===== src/rtl/afp_pkg.sv =====
// ----------------------------------------------------------------------------
// afp_pkg - shared types and constants of the additive feedback generator
// Lag lengths, Lehmer seeding constants, sequencer states and the alphabet
// and index helpers used by the cell chain, the seeding unit and the top level.
// ----------------------------------------------------------------------------
package afp_pkg;

  localparam int unsigned WORD_W        = 32;
  localparam int unsigned RAW_W         = 31;
  localparam int unsigned IDX_W         = 6;
  localparam int unsigned CHAR_W        = 7;
  localparam int unsigned LAG_LEN       = 31;
  localparam int unsigned LAG_SHORT     = 3;
  localparam int unsigned COPY_COUNT    = 3;
  localparam int unsigned SEED_STEPS    = 30;
  localparam int unsigned DISCARD_COUNT = 310;
  localparam int unsigned OUTPUT_COUNT  = 10;
  localparam int unsigned CNT_W         = 9;
  localparam int unsigned PROD_W        = 47;

  localparam logic [14:0]      LEHMER_MUL = 15'd16807;
  localparam logic [RAW_W-1:0] LEHMER_MOD = 31'h7FFF_FFFF;

  localparam logic [CHAR_W-1:0] ASCII_LOWER_A = 7'h61;
  localparam logic [CHAR_W-1:0] ASCII_UPPER_A = 7'h41;
  localparam logic [CHAR_W-1:0] ASCII_ZERO    = 7'h30;

  typedef enum logic [2:0] {
    ST_IDLE,
    ST_SEED_MUL,
    ST_SEED_RED,
    ST_COPY,
    ST_RUN,
    ST_EMIT
  } afp_state_t;

  typedef enum logic [1:0] {
    SRC_EXT,
    SRC_OLDEST,
    SRC_SUM
  } chain_src_t;

  typedef struct packed {
    logic       shift;
    chain_src_t src;
  } chain_ctl_t;

  // (raw mod 62) = 2*((raw>>1) mod 31) + raw[0]; mod 31 by folding 5-bit chunks
  function automatic logic [IDX_W-1:0] sym_index(input logic [RAW_W-1:0] raw);
    logic [7:0] s;
    logic [5:0] t;
    s = 8'(raw[5:1]) + 8'(raw[10:6]) + 8'(raw[15:11]) + 8'(raw[20:16])
      + 8'(raw[25:21]) + 8'(raw[30:26]);
    t = 6'(s[7:5]) + 6'(s[4:0]);
    if (t >= 6'd31) begin
      t = t - 6'd31;
    end
    return {t[4:0], raw[0]};
  endfunction

  // alphabet order a-z, A-Z, 0-9
  function automatic logic [CHAR_W-1:0] sym_char(input logic [IDX_W-1:0] idx);
    logic [CHAR_W-1:0] code;
    if (idx < 6'd26) begin
      code = ASCII_LOWER_A + 7'(idx);
    end else if (idx < 6'd52) begin
      code = ASCII_UPPER_A + 7'(idx - 6'd26);
    end else begin
      code = ASCII_ZERO + 7'(idx - 6'd52);
    end
    return code;
  endfunction

endpackage


===== src/rtl/afp_cell.sv =====
// ----------------------------------------------------------------------------
// afp_cell - one word of the lag line
// Holds one 32-bit generator word and takes the word on its input on a shift:
// its neighbour's word, or the feedback word for cell 0.
module afp_cell
  import afp_pkg::*;
(
  input  logic              clk,
  input  logic              shift,
  input  logic [WORD_W-1:0] d,
  output logic [WORD_W-1:0] q
);

  logic [WORD_W-1:0] word_r;

  always_ff @(posedge clk) begin
    if (shift) begin
      word_r <= d;
    end
  end

  assign q = word_r;

endmodule


===== src/rtl/afp_chain.sv =====
// ----------------------------------------------------------------------------
// afp_chain - lag line of 31 cells with additive feedback
// Cell 0 holds the newest word r[i-1], the last cell the oldest r[i-31].
// The word shifted in is an external word, the oldest word, or the sum
// r[i-31] + r[i-3] with 32-bit wrap.
// ----------------------------------------------------------------------------
module afp_chain
  import afp_pkg::*;
(
  input  logic              clk,
  input  chain_ctl_t        ctl,
  input  logic [WORD_W-1:0] ext_data,
  output logic [WORD_W-1:0] head,
  output logic [WORD_W-1:0] sum
);

  logic [WORD_W-1:0] q   [LAG_LEN];
  logic [WORD_W-1:0] feed;

  assign sum  = q[LAG_LEN-1] + q[LAG_SHORT-1];
  assign head = q[0];

  always_comb begin
    case (ctl.src)
      SRC_EXT:    feed = ext_data;
      SRC_OLDEST: feed = q[LAG_LEN-1];
      SRC_SUM:    feed = sum;
      default:    feed = sum;
    endcase
  end

  for (genvar i = 0; i < LAG_LEN; i++) begin : g_cell
    if (i == 0) begin : g_head
      afp_cell u_cell (
        .clk   (clk),
        .shift (ctl.shift),
        .d     (feed),
        .q     (q[i])
      );
    end else begin : g_body
      afp_cell u_cell (
        .clk   (clk),
        .shift (ctl.shift),
        .d     (q[i-1]),
        .q     (q[i])
      );
    end
  end

endmodule


===== src/rtl/afp_lehmer.sv =====
// ----------------------------------------------------------------------------
// afp_lehmer - seeding step r = 16807 * r mod (2^31 - 1)
// The product is registered; the reduction folds the bits above bit 30 back
// in and takes one conditional subtract of the modulus.
// ----------------------------------------------------------------------------
module afp_lehmer
  import afp_pkg::*;
(
  input  logic              clk,
  input  logic              mul_en,
  input  logic [WORD_W-1:0] x,
  output logic [WORD_W-1:0] y
);

  logic [PROD_W-1:0] prod_r;
  logic [WORD_W-1:0] fold;
  logic [RAW_W-1:0]  red;

  always_ff @(posedge clk) begin
    if (mul_en) begin
      prod_r <= PROD_W'(x) * PROD_W'(LEHMER_MUL);
    end
  end

  // 2^31 is 1 mod the modulus, and the fold stays below twice the modulus
  assign fold = WORD_W'(prod_r[RAW_W-1:0]) + WORD_W'(prod_r[PROD_W-1:RAW_W]);

  always_comb begin
    if (fold >= WORD_W'(LEHMER_MOD)) begin
      red = RAW_W'(fold - WORD_W'(LEHMER_MOD));
    end else begin
      red = fold[RAW_W-1:0];
    end
  end

  assign y = WORD_W'(red);

endmodule


===== src/rtl/additive_feedback_prng_string.sv =====
// ----------------------------------------------------------------------------
// additive_feedback_prng_string - seeded additive feedback string generator
// Turns one 32-bit seed into a string of alphanumeric characters.
// ----------------------------------------------------------------------------
// usage:
//   in_*  : one transaction carries a seed in in_tdata[31:0]; in_tready is
//           high only while the generator is idle, so one seed is worked on
//           at a time
//   out_* : ten transactions per seed, one character each; out_tlast marks
//           the tenth
// sequence: the seed enters the lag line in the accept cycle, then 30 seeding
//   words each take a multiply step and then a reduce step, then 3 copy steps
//   and 310 discarded steps follow; the characters then follow one per cycle
//   while out_tready stays high, and the generator is ready again the cycle
//   after the last character is loaded
// reset: rst_n low returns the sequencer to idle and drops out_tvalid; the
//   lag line holds no reset value and is fully rewritten by every seed
// stall: a result waits in the output register while out_tready is low and
//   the generator holds its lag line until that register frees up
// ----------------------------------------------------------------------------
module additive_feedback_prng_string
  import afp_pkg::*;
(
  input  logic        clk,
  input  logic        rst_n,
  input  logic        in_tvalid,
  output logic        in_tready,
  input  logic [31:0] in_tdata,   // [31:0] seed
  output logic        out_tvalid,
  input  logic        out_tready,
  output logic [47:0] out_tdata,  // [6:0] char_code, [12:7] symbol_index,
                                  // [43:13] raw_value, [47:44] zero
  output logic        out_tlast   // last
);

  afp_state_t        st_r, st_nxt;
  logic [CNT_W-1:0]  cnt_r, cnt_nxt;
  logic              out_valid_r, out_valid_nxt;
  logic              out_last_r;
  logic [RAW_W-1:0]  out_raw_r;

  chain_ctl_t        chain_ctl;
  logic [WORD_W-1:0] chain_head;
  logic [WORD_W-1:0] chain_sum;
  logic [WORD_W-1:0] ext_data;
  logic [WORD_W-1:0] lehmer_y;
  logic              mul_en;
  logic              emit_go;
  logic              emit_last;
  logic [IDX_W-1:0]  out_idx;

  afp_chain u_chain (
    .clk      (clk),
    .ctl      (chain_ctl),
    .ext_data (ext_data),
    .head     (chain_head),
    .sum      (chain_sum)
  );

  afp_lehmer u_lehmer (
    .clk    (clk),
    .mul_en (mul_en),
    .x      (chain_head),
    .y      (lehmer_y)
  );

  assign ext_data  = (st_r == ST_IDLE) ? in_tdata : lehmer_y;
  assign in_tready = (st_r == ST_IDLE);
  assign emit_go   = (st_r == ST_EMIT) && (!out_valid_r || out_tready);
  assign emit_last = (cnt_r == CNT_W'(OUTPUT_COUNT - 1));

  always_ff @(posedge clk) begin
    if (!rst_n) begin
      st_r        <= ST_IDLE;
      cnt_r       <= '0;
      out_valid_r <= 1'b0;
    end else begin
      st_r        <= st_nxt;
      cnt_r       <= cnt_nxt;
      out_valid_r <= out_valid_nxt;
    end
  end

  always_comb begin
    st_nxt          = st_r;
    cnt_nxt         = cnt_r;
    mul_en          = 1'b0;
    chain_ctl.shift = 1'b0;
    chain_ctl.src   = SRC_SUM;
    unique case (st_r)
      ST_IDLE: begin
        chain_ctl.src = SRC_EXT;
        if (in_tvalid) begin
          chain_ctl.shift = 1'b1;
          cnt_nxt         = '0;
          st_nxt          = ST_SEED_MUL;
        end
      end
      ST_SEED_MUL: begin
        mul_en = 1'b1;
        st_nxt = ST_SEED_RED;
      end
      ST_SEED_RED: begin
        chain_ctl.shift = 1'b1;
        chain_ctl.src   = SRC_EXT;
        if (cnt_r == CNT_W'(SEED_STEPS - 1)) begin
          cnt_nxt = '0;
          st_nxt  = ST_COPY;
        end else begin
          cnt_nxt = cnt_r + 1'b1;
          st_nxt  = ST_SEED_MUL;
        end
      end
      ST_COPY: begin
        // r[31..33] repeat r[0..2]
        chain_ctl.shift = 1'b1;
        chain_ctl.src   = SRC_OLDEST;
        if (cnt_r == CNT_W'(COPY_COUNT - 1)) begin
          cnt_nxt = '0;
          st_nxt  = ST_RUN;
        end else begin
          cnt_nxt = cnt_r + 1'b1;
        end
      end
      ST_RUN: begin
        chain_ctl.shift = 1'b1;
        if (cnt_r == CNT_W'(DISCARD_COUNT - 1)) begin
          cnt_nxt = '0;
          st_nxt  = ST_EMIT;
        end else begin
          cnt_nxt = cnt_r + 1'b1;
        end
      end
      ST_EMIT: begin
        if (emit_go) begin
          chain_ctl.shift = 1'b1;
          if (emit_last) begin
            cnt_nxt = '0;
            st_nxt  = ST_IDLE;
          end else begin
            cnt_nxt = cnt_r + 1'b1;
          end
        end
      end
      default: begin
        st_nxt = ST_IDLE;
      end
    endcase
  end

  always_comb begin
    if (emit_go) begin
      out_valid_nxt = 1'b1;
    end else if (out_tready) begin
      out_valid_nxt = 1'b0;
    end else begin
      out_valid_nxt = out_valid_r;
    end
  end

  always_ff @(posedge clk) begin
    if (emit_go) begin
      out_raw_r  <= chain_sum[WORD_W-1:1];
      out_last_r <= emit_last;
    end
  end

  assign out_idx    = sym_index(out_raw_r);
  assign out_tvalid = out_valid_r;
  assign out_tlast  = out_last_r;
  assign out_tdata  = {4'b0000, out_raw_r, out_idx, sym_char(out_idx)};

  // a seed transaction always starts the seeding multiply
  a_seed_starts: assert property (@(posedge clk) disable iff (!rst_n)
    (in_tvalid && in_tready) |=> (st_r == ST_SEED_MUL))
    else $error("seed transaction did not start seeding");

  // every reduce cycle follows a multiply cycle
  a_red_after_mul: assert property (@(posedge clk) disable iff (!rst_n)
    (st_r == ST_SEED_RED) |-> ($past(st_r) == ST_SEED_MUL))
    else $error("reduce step without a registered product");

  // discard counter stays in range
  a_run_bound: assert property (@(posedge clk) disable iff (!rst_n)
    (st_r == ST_RUN) |-> (cnt_r < CNT_W'(DISCARD_COUNT)))
    else $error("discard counter out of range");

  // the last character returns the sequencer to idle with tlast set
  a_last_idle: assert property (@(posedge clk) disable iff (!rst_n)
    (emit_go && emit_last) |=> ((st_r == ST_IDLE) && out_tvalid && out_tlast))
    else $error("last character did not end the string");

  // a new character is never loaded over one still waiting
  a_no_overwrite: assert property (@(posedge clk) disable iff (!rst_n)
    (out_valid_r && !out_tready) |-> !emit_go)
    else $error("output register overwritten while stalled");

endmodule

===== config.mk =====
export PLATFORM = sky130hd
export DESIGN_NAME = additive_feedback_prng_string
export DESIGN_NICKNAME = d
export VERILOG_FILES = /design/src/rtl/afp_pkg.sv /design/src/rtl/afp_cell.sv /design/src/rtl/afp_chain.sv /design/src/rtl/afp_lehmer.sv /design/src/rtl/additive_feedback_prng_string.sv
export SDC_FILE = /design/constraint.sdc
export NUM_CORES = 1
export LEC_CHECK = 0
export ABC_AREA = 1
export BUFFER_PORTS_ARGS = -buffer_cell sky130_fd_sc_hd__buf_2
export CORE_ASPECT_RATIO = 0.6
export CORE_MARGIN = 2
export CORE_UTILIZATION = 25
export DETAILED_ROUTE_END_ITERATION = 8
export GPL_ROUTABILITY_DRIVEN = 0
export SLEW_MARGIN = 20
export SYNTH_ARGS = -nofsm -noshare
export SYNTH_HDL_FRONTEND = slang
export SYNTH_SLANG_ARGS = --single-unit

===== constraint.sdc =====
create_clock -name clk -period 46.4 [get_ports clk]
set_input_delay 13.92 -clock clk [delete_from_list [all_inputs] [get_ports clk]]
set_output_delay 13.92 -clock clk [all_outputs]
set_load 0.05 [all_outputs]

== Word-level counts from Yosys, hierarchy flattened ==
Index checks and enable logic that the tools add are counted.

* Add/sub/neg operators: 16
* Multipliers: 1
* Magnitude comparators: 4
* Equal/unequal tests: 15
* Mux-type cells: 27
* Reduce and logical (&&, ||, !) cells: 11

{| class="wikitable"
|+ Operator list
! cell !! number
|-
| $pmux 32 s2 || 1
|-
| $mux 9 || 6
|-
| $mul 32x15->47 const B || 1
|-
| $pmux 9 s5 || 1
|-
| $add 31x16->32 || 1
|-
| $add 32x32->32 || 1
|-
| $ge 32x31->1 const B || 1
|-
| $mux 32 || 1
|-
| $mux 31 || 1
|-
| $sub 31x31->31 const B || 1
|-
| $pmux 3 s6 || 1
|-
| $add 8x5->8 || 2
|-
| $mux 3 || 5
|-
| $mux 7 || 2
|-
| $ne 2x2->1 const B || 5
|-
| $add 9x1->9 const B || 1
|-
| $eq 9x2->1 const B || 1
|-
| $eq 9x4->1 const B || 1
|-
| $eq 9x5->1 const B || 1
|-
| $eq 9x9->1 const B || 1
|-
| $add 7x5->8 || 1
|-
| $add 6x5->7 || 1
|-
| $add 6x7->7 const A || 1
|-
| $add 7x6->7 const A || 1
|-
| other kinds (29) || 35
|}

* Register bits after elaboration: 1084
* Bits of input ports: 36
* Output and inout bits: 51
* Logic and storage cells: 111

== Depth between registers and ports, before layout ==
* Word-level depth: 12
* Mapped depth: 33
* Depth with buffers taken out: 33

== Hierarchy ==
Synthesis repeated with hierarchy kept, for this count alone.

* Cell total of the unflattened synthesis: 3830
* Area, all modules: 49212.2 sq um

{| class="wikitable"
|+ Modules (own cells, without submodules)
! module !! instances !! cells an instance !! area each (sq um) !! seq. area each (sq um)
|-
| afp_cell || 31 || 32 || 960.9 || 960.9
|-
| afp_lehmer || 1 || 1722 || 12633.4 || 1411.4
|-
| additive_feedback_prng_string || 1 || 466 || 3606.0 || 1221.2
|-
| afp_chain || 1 || 650 || 3184.3 || 0.0
|}

== Least setup slack after synthesis ==
OpenSTA, ideal clock, no wires.

* Path kind: input-to-reg
* Start point: in out_tready
* End point: reg cnt_r[4]
* Library setup time: 1110 ps
* Arrival: 38427 ps
* Data required time: 45290 ps
* Setup slack: 6863 ps
* Cell stages on the path: 7
* Path buffers: 0
* Cell sequence: nor2_1 nor2_1 nor3_1 nand2_1 inv_2 nor2_1 a221oi_1

* Cells in the longest elaborated chain, start to end: 4

{| class="wikitable"
|+ Ends and longest elaborated chain
! what !! RTL line !! RTL
|-
| start: declaration || additive_feedback_prng_string.sv:30 || <nowiki>input logic out_tready,</nowiki>
|-
| $logic_or 1x1->1 || additive_feedback_prng_string.sv:69 || <nowiki>assign emit_go = (st_r == ST_EMIT) && (!out_valid_r || out_tready);</nowiki>
|-
| $logic_and 1x1->1 || additive_feedback_prng_string.sv:69 ||
|-
| via emit_go || additive_feedback_prng_string.sv:48 || <nowiki>logic emit_go;</nowiki>
|-
| $ne 2x2->1 (no source line) || n/a ||
|-
| $reduce_and 3->1 (no source line) || n/a ||
|-
| end signal: assignment || additive_feedback_prng_string.sv:79 || <nowiki>cnt_r <= cnt_nxt;</nowiki>
|-
| end: declaration || additive_feedback_prng_string.sv:37 || <nowiki>logic [CNT_W-1:0] cnt_r, cnt_nxt;</nowiki>
|}

The timed path passes the listed nets, and every way through them passes these cells.
A chain may end at the register's enable or synchronous reset.

== Worst setup path in the final report ==
* Start point: reg out_raw_r[5]
* End point: out out_tdata[3]

* Cells in the longest elaborated chain, start to end: 12
* Elaborated cells between the ends (all ways): 18
* Classes of those cells: add/sub (12); order compare (3); mux (3)

{| class="wikitable"
|+ Ends and longest elaborated chain
! what !! RTL line !! RTL
|-
| start: declaration || additive_feedback_prng_string.sv:40 || <nowiki>logic [RAW_W-1:0] out_raw_r;</nowiki>
|-
| start signal: assignment || additive_feedback_prng_string.sv:163 || <nowiki>out_raw_r <= chain_sum[WORD_W-1:1];</nowiki>
|-
| $add 5x5->6 (*) || afp_pkg.sv:52 || <nowiki>s = 8'(raw[5:1]) + 8'(raw[10:6]) + 8'(raw[15:11]) + 8'(raw[20:16])</nowiki>
|-
| $add 6x5->7 (*) || afp_pkg.sv:52 ||
|-
| $add 7x5->8 (*) || afp_pkg.sv:52 ||
|-
| $add 8x5->8 (*) (2 in a row) || afp_pkg.sv:53 || <nowiki>+ 8'(raw[25:21]) + 8'(raw[30:26]);</nowiki>
|-
| $add 3x5->6 (*) || afp_pkg.sv:54 || <nowiki>t = 6'(s[7:5]) + 6'(s[4:0]);</nowiki>
|-
| $sub 5x5->5 / $ge 6x5->1 (equally long branches) || afp_pkg.sv:56, afp_pkg.sv:55 ||
|-
| $mux 5 (*) || afp_pkg.sv:55 || <nowiki>if (t >= 6'd31) begin</nowiki>
|-
| $sub 6x6->7 / $sub 6x5->7 (equally long branches) || afp_pkg.sv:69, afp_pkg.sv:67 ||
|-
| $add 6x7->7 / $add 7x7->7 (equally long branches) || afp_pkg.sv:69, afp_pkg.sv:67 ||
|-
| $mux 7 || afp_pkg.sv:66 || <nowiki>end else if (idx < 6'd52) begin</nowiki>
|-
| $mux 7 (*) || afp_pkg.sv:64 || <nowiki>if (idx < 6'd26) begin</nowiki>
|-
| end: declaration || additive_feedback_prng_string.sv:31 || <nowiki>output logic [47:0] out_tdata,</nowiki>
|}

Every way passes the cells marked *; elsewhere a longest branch is shown, timed or not.

==> reports/qor.yml <==
synthCells: 3302
post-route-min-period_ps: 20490
rsz0062_at_grt: "false"
grtUsageMet2_pct: 13.2
htreeDepth: 3
dieArea_um2: 192000
drc: 0
worstSetupEndpointType: "primary output"
path_clk_slew_ps: 70
status: "completed"
synth-seq-area-share_pct: 68.7
synthArstFlopShare_pct: 0
drt_pass1_iterations: 6
antennaDiodeCount: 0
postCtsSetupBuffers: 0
cts_tree: "yes"
synthFlopType: "edfxtp_1"
slew_headroom_pct: 24.0
critPathLaunchType: "flip-flop"
cts_hold_buf: 0
clockRootBuffer: "clkbuf_16"
grt_pass1_vias: 24500
cts_buffer_depth: 3
yosysMostFrequentCell: "edfxtp_1"
numCtsBuffers: 96
vias: 25600
tightestPinTransition_ps: 1140
cap_violations: 0
dieHeight_um: 341
grtUsageMet1_pct: 16.4
port_buffers: 82
die_x_um: 565
drive_above_1_share_pct: 8.52
antenna_left: 0
gr-usage-met3_pct: 3.79
worstPathArrival_ps: 6570
clkLatencyLatePin_ps: 730
core_area_um2: 187000
grt_start_max_net_pins: 204
grt_usage_pct: 10.4
setup_viol: 0
num_io_pins: 87
syn_avg_cell_area_um2: 14.3
hp-class: "flip-flop to flip-flop"
synth_edf_count: 1071
cp.required_ps: 32480
fin_tns_setup_ps: 0
final_nets: 3931
std_cell_rows: 123
first_iter_violations: 3007
grt_busiest_layer: "met1"
clock.fmax_mhz: 48.8
synthesis.area_um2: 47200
hold_violations: 0
vias_per_cell: 4.22
dpl.hpwl_um: 73700
grt_pass1_wl_um: 151000
syn_to_final_growth_pct: 14.4
finalMaxSlewViolations: 0
cts_resized: 0
synth_commonest_cells: "edfxtp_1 (1071), nand2_1 (520), inv_1 (456), ha_1 (254), nor2_1 (187)"
worstPathMaxFanout: 7
ys_seq_elements: 1084
synth.area.top_cells: "edfxtp_1 (68%), fa_1 (6.8%), ha_1 (6.7%)"
avgRoutedWirePerCell_um: 16.8
yosys_warnings: 0
period_share_pct: 44.2
overflow: 0
drt-total-wl_um: 102000
synth.distinct_cells: 52
critPathKind: "flip-flop to primary output"
start_util_pct: 25.2
yosys.area.top_type: "edfxtp_1"
antenna_found_initial: 10
synth_top_area_share_pct: 68.2
cts.sinks: 1084
fin_skew_ps: 81.9
-- stage by stage --
stage / std cells / util, % / area (um2) / setup slack, ps / hold slack, ps
CTS: 6057 / 28.8 / 53900 / 25920 / 381
floorplan: 3305 / - / 47200 / 6860 / 400
finish: 6058 / 28.8 / 54000 / 25910 / 385
global placement: 5881 / 27.1 / 50800 / 26250 / 400
global route: 6058 / 28.8 / 54000 / 25430 / 390
detailed placement: 5881 / 27.1 / 50800 / 26100 / 405
-- cells in the final DEF, fill, tap and decap left out, drive strengths merged, types with 48 or more instances in the layout --
cell       n
fa       161
nand3    120
nor2     200
xor2      69
clkbuf   112
o21ai     67
buf      100
inv      470
edfxtp  1071
clkinv    48
a21oi    113
ha       254
nand2    542
-- path summary, 6_finish.rpt --
check | endpoint | start | slack [ps] | cells after the start
max | out_tdata[3] | out_raw_r[5] | 25910 | 27
min | u_chain.g_cell[22].g_body.u_cell.q[7] | u_chain.g_cell[21].g_body.u_cell.q[7] | 380 | 0
max reg2reg | u_chain.g_cell[11].g_body.u_cell.q[5] | st_r[2] | 39220 | 10
min reg2reg | u_chain.g_cell[22].g_body.u_cell.q[7] | u_chain.g_cell[21].g_body.u_cell.q[7] | 380 | 0
-- per-layer routing --
layer / part of all wire [%] / vias up
met3: 11 / 138
met1: 50 / 12600
li1: - / 11800
met4: 1.8 / 6
met5: 0.045 / -
met2: 37 / 1007
-- registers in the layout (all words and copies together) (netlist names) --
register / count
out_tlast: 1
st_r: 3
out_raw_r: 31
cnt_r: 9
u_chain.g_cell.g_head.u_cell.q: 32
out_tvalid: 1
u_chain.g_cell.g_body.u_cell.q: 960
u_lehmer.prod_r: 47
-- final cells by class --
type	instances	area [um2]
sequential	1084	32400
clock inverter	64	684
tap	2500	3130
fill	18700	133000
multi-input combinational	1733	12900
inverter	465	1750
clock buffer	112	2460
timing repair buffer	100	591
-- logic make-up (layout without fill, tap and decap cells) --
logic type               after synthesis  count (layout)  synth area share (%)
flip-flops                          1084            1084                  68.7
AND/OR/NAND/NOR                      951             951                  8.65
buffers and inverters                488             741                  3.96
adder cells (fa/ha/maj)              415             415                  13.6
AO/OA/AOI/OAI                        270             270                  3.38
XOR/XNOR                              93              93                  1.74
other                                  1               4               0.00795
-- worst max-delay path: stages (launching register included) --
cell and delay (ps):
edfxtp_1 440, fa_1 550, inv_1 50, fa_1 510, fa_1 550, inv_1 40
ha_1 340, a21oi_1 150, inv_1 50, a31oi_1 220, xor2_1 230, ha_1 230
fa_1 450, ha_1 220, nand2_1 80, nor2_1 50, nand2_1 90, nand2_2 110
o21ai_1 400, inv_1 200, nand2_1 120, nand2_1 80, nand2_1 190, nand2_1 100
inv_1 60, nand2_1 50, nand2_1 50, buf_2 260
Power is left out: the tool's default activity adds up to more than one toggle a clock period on the data nets, which glitch-free logic cannot reach.
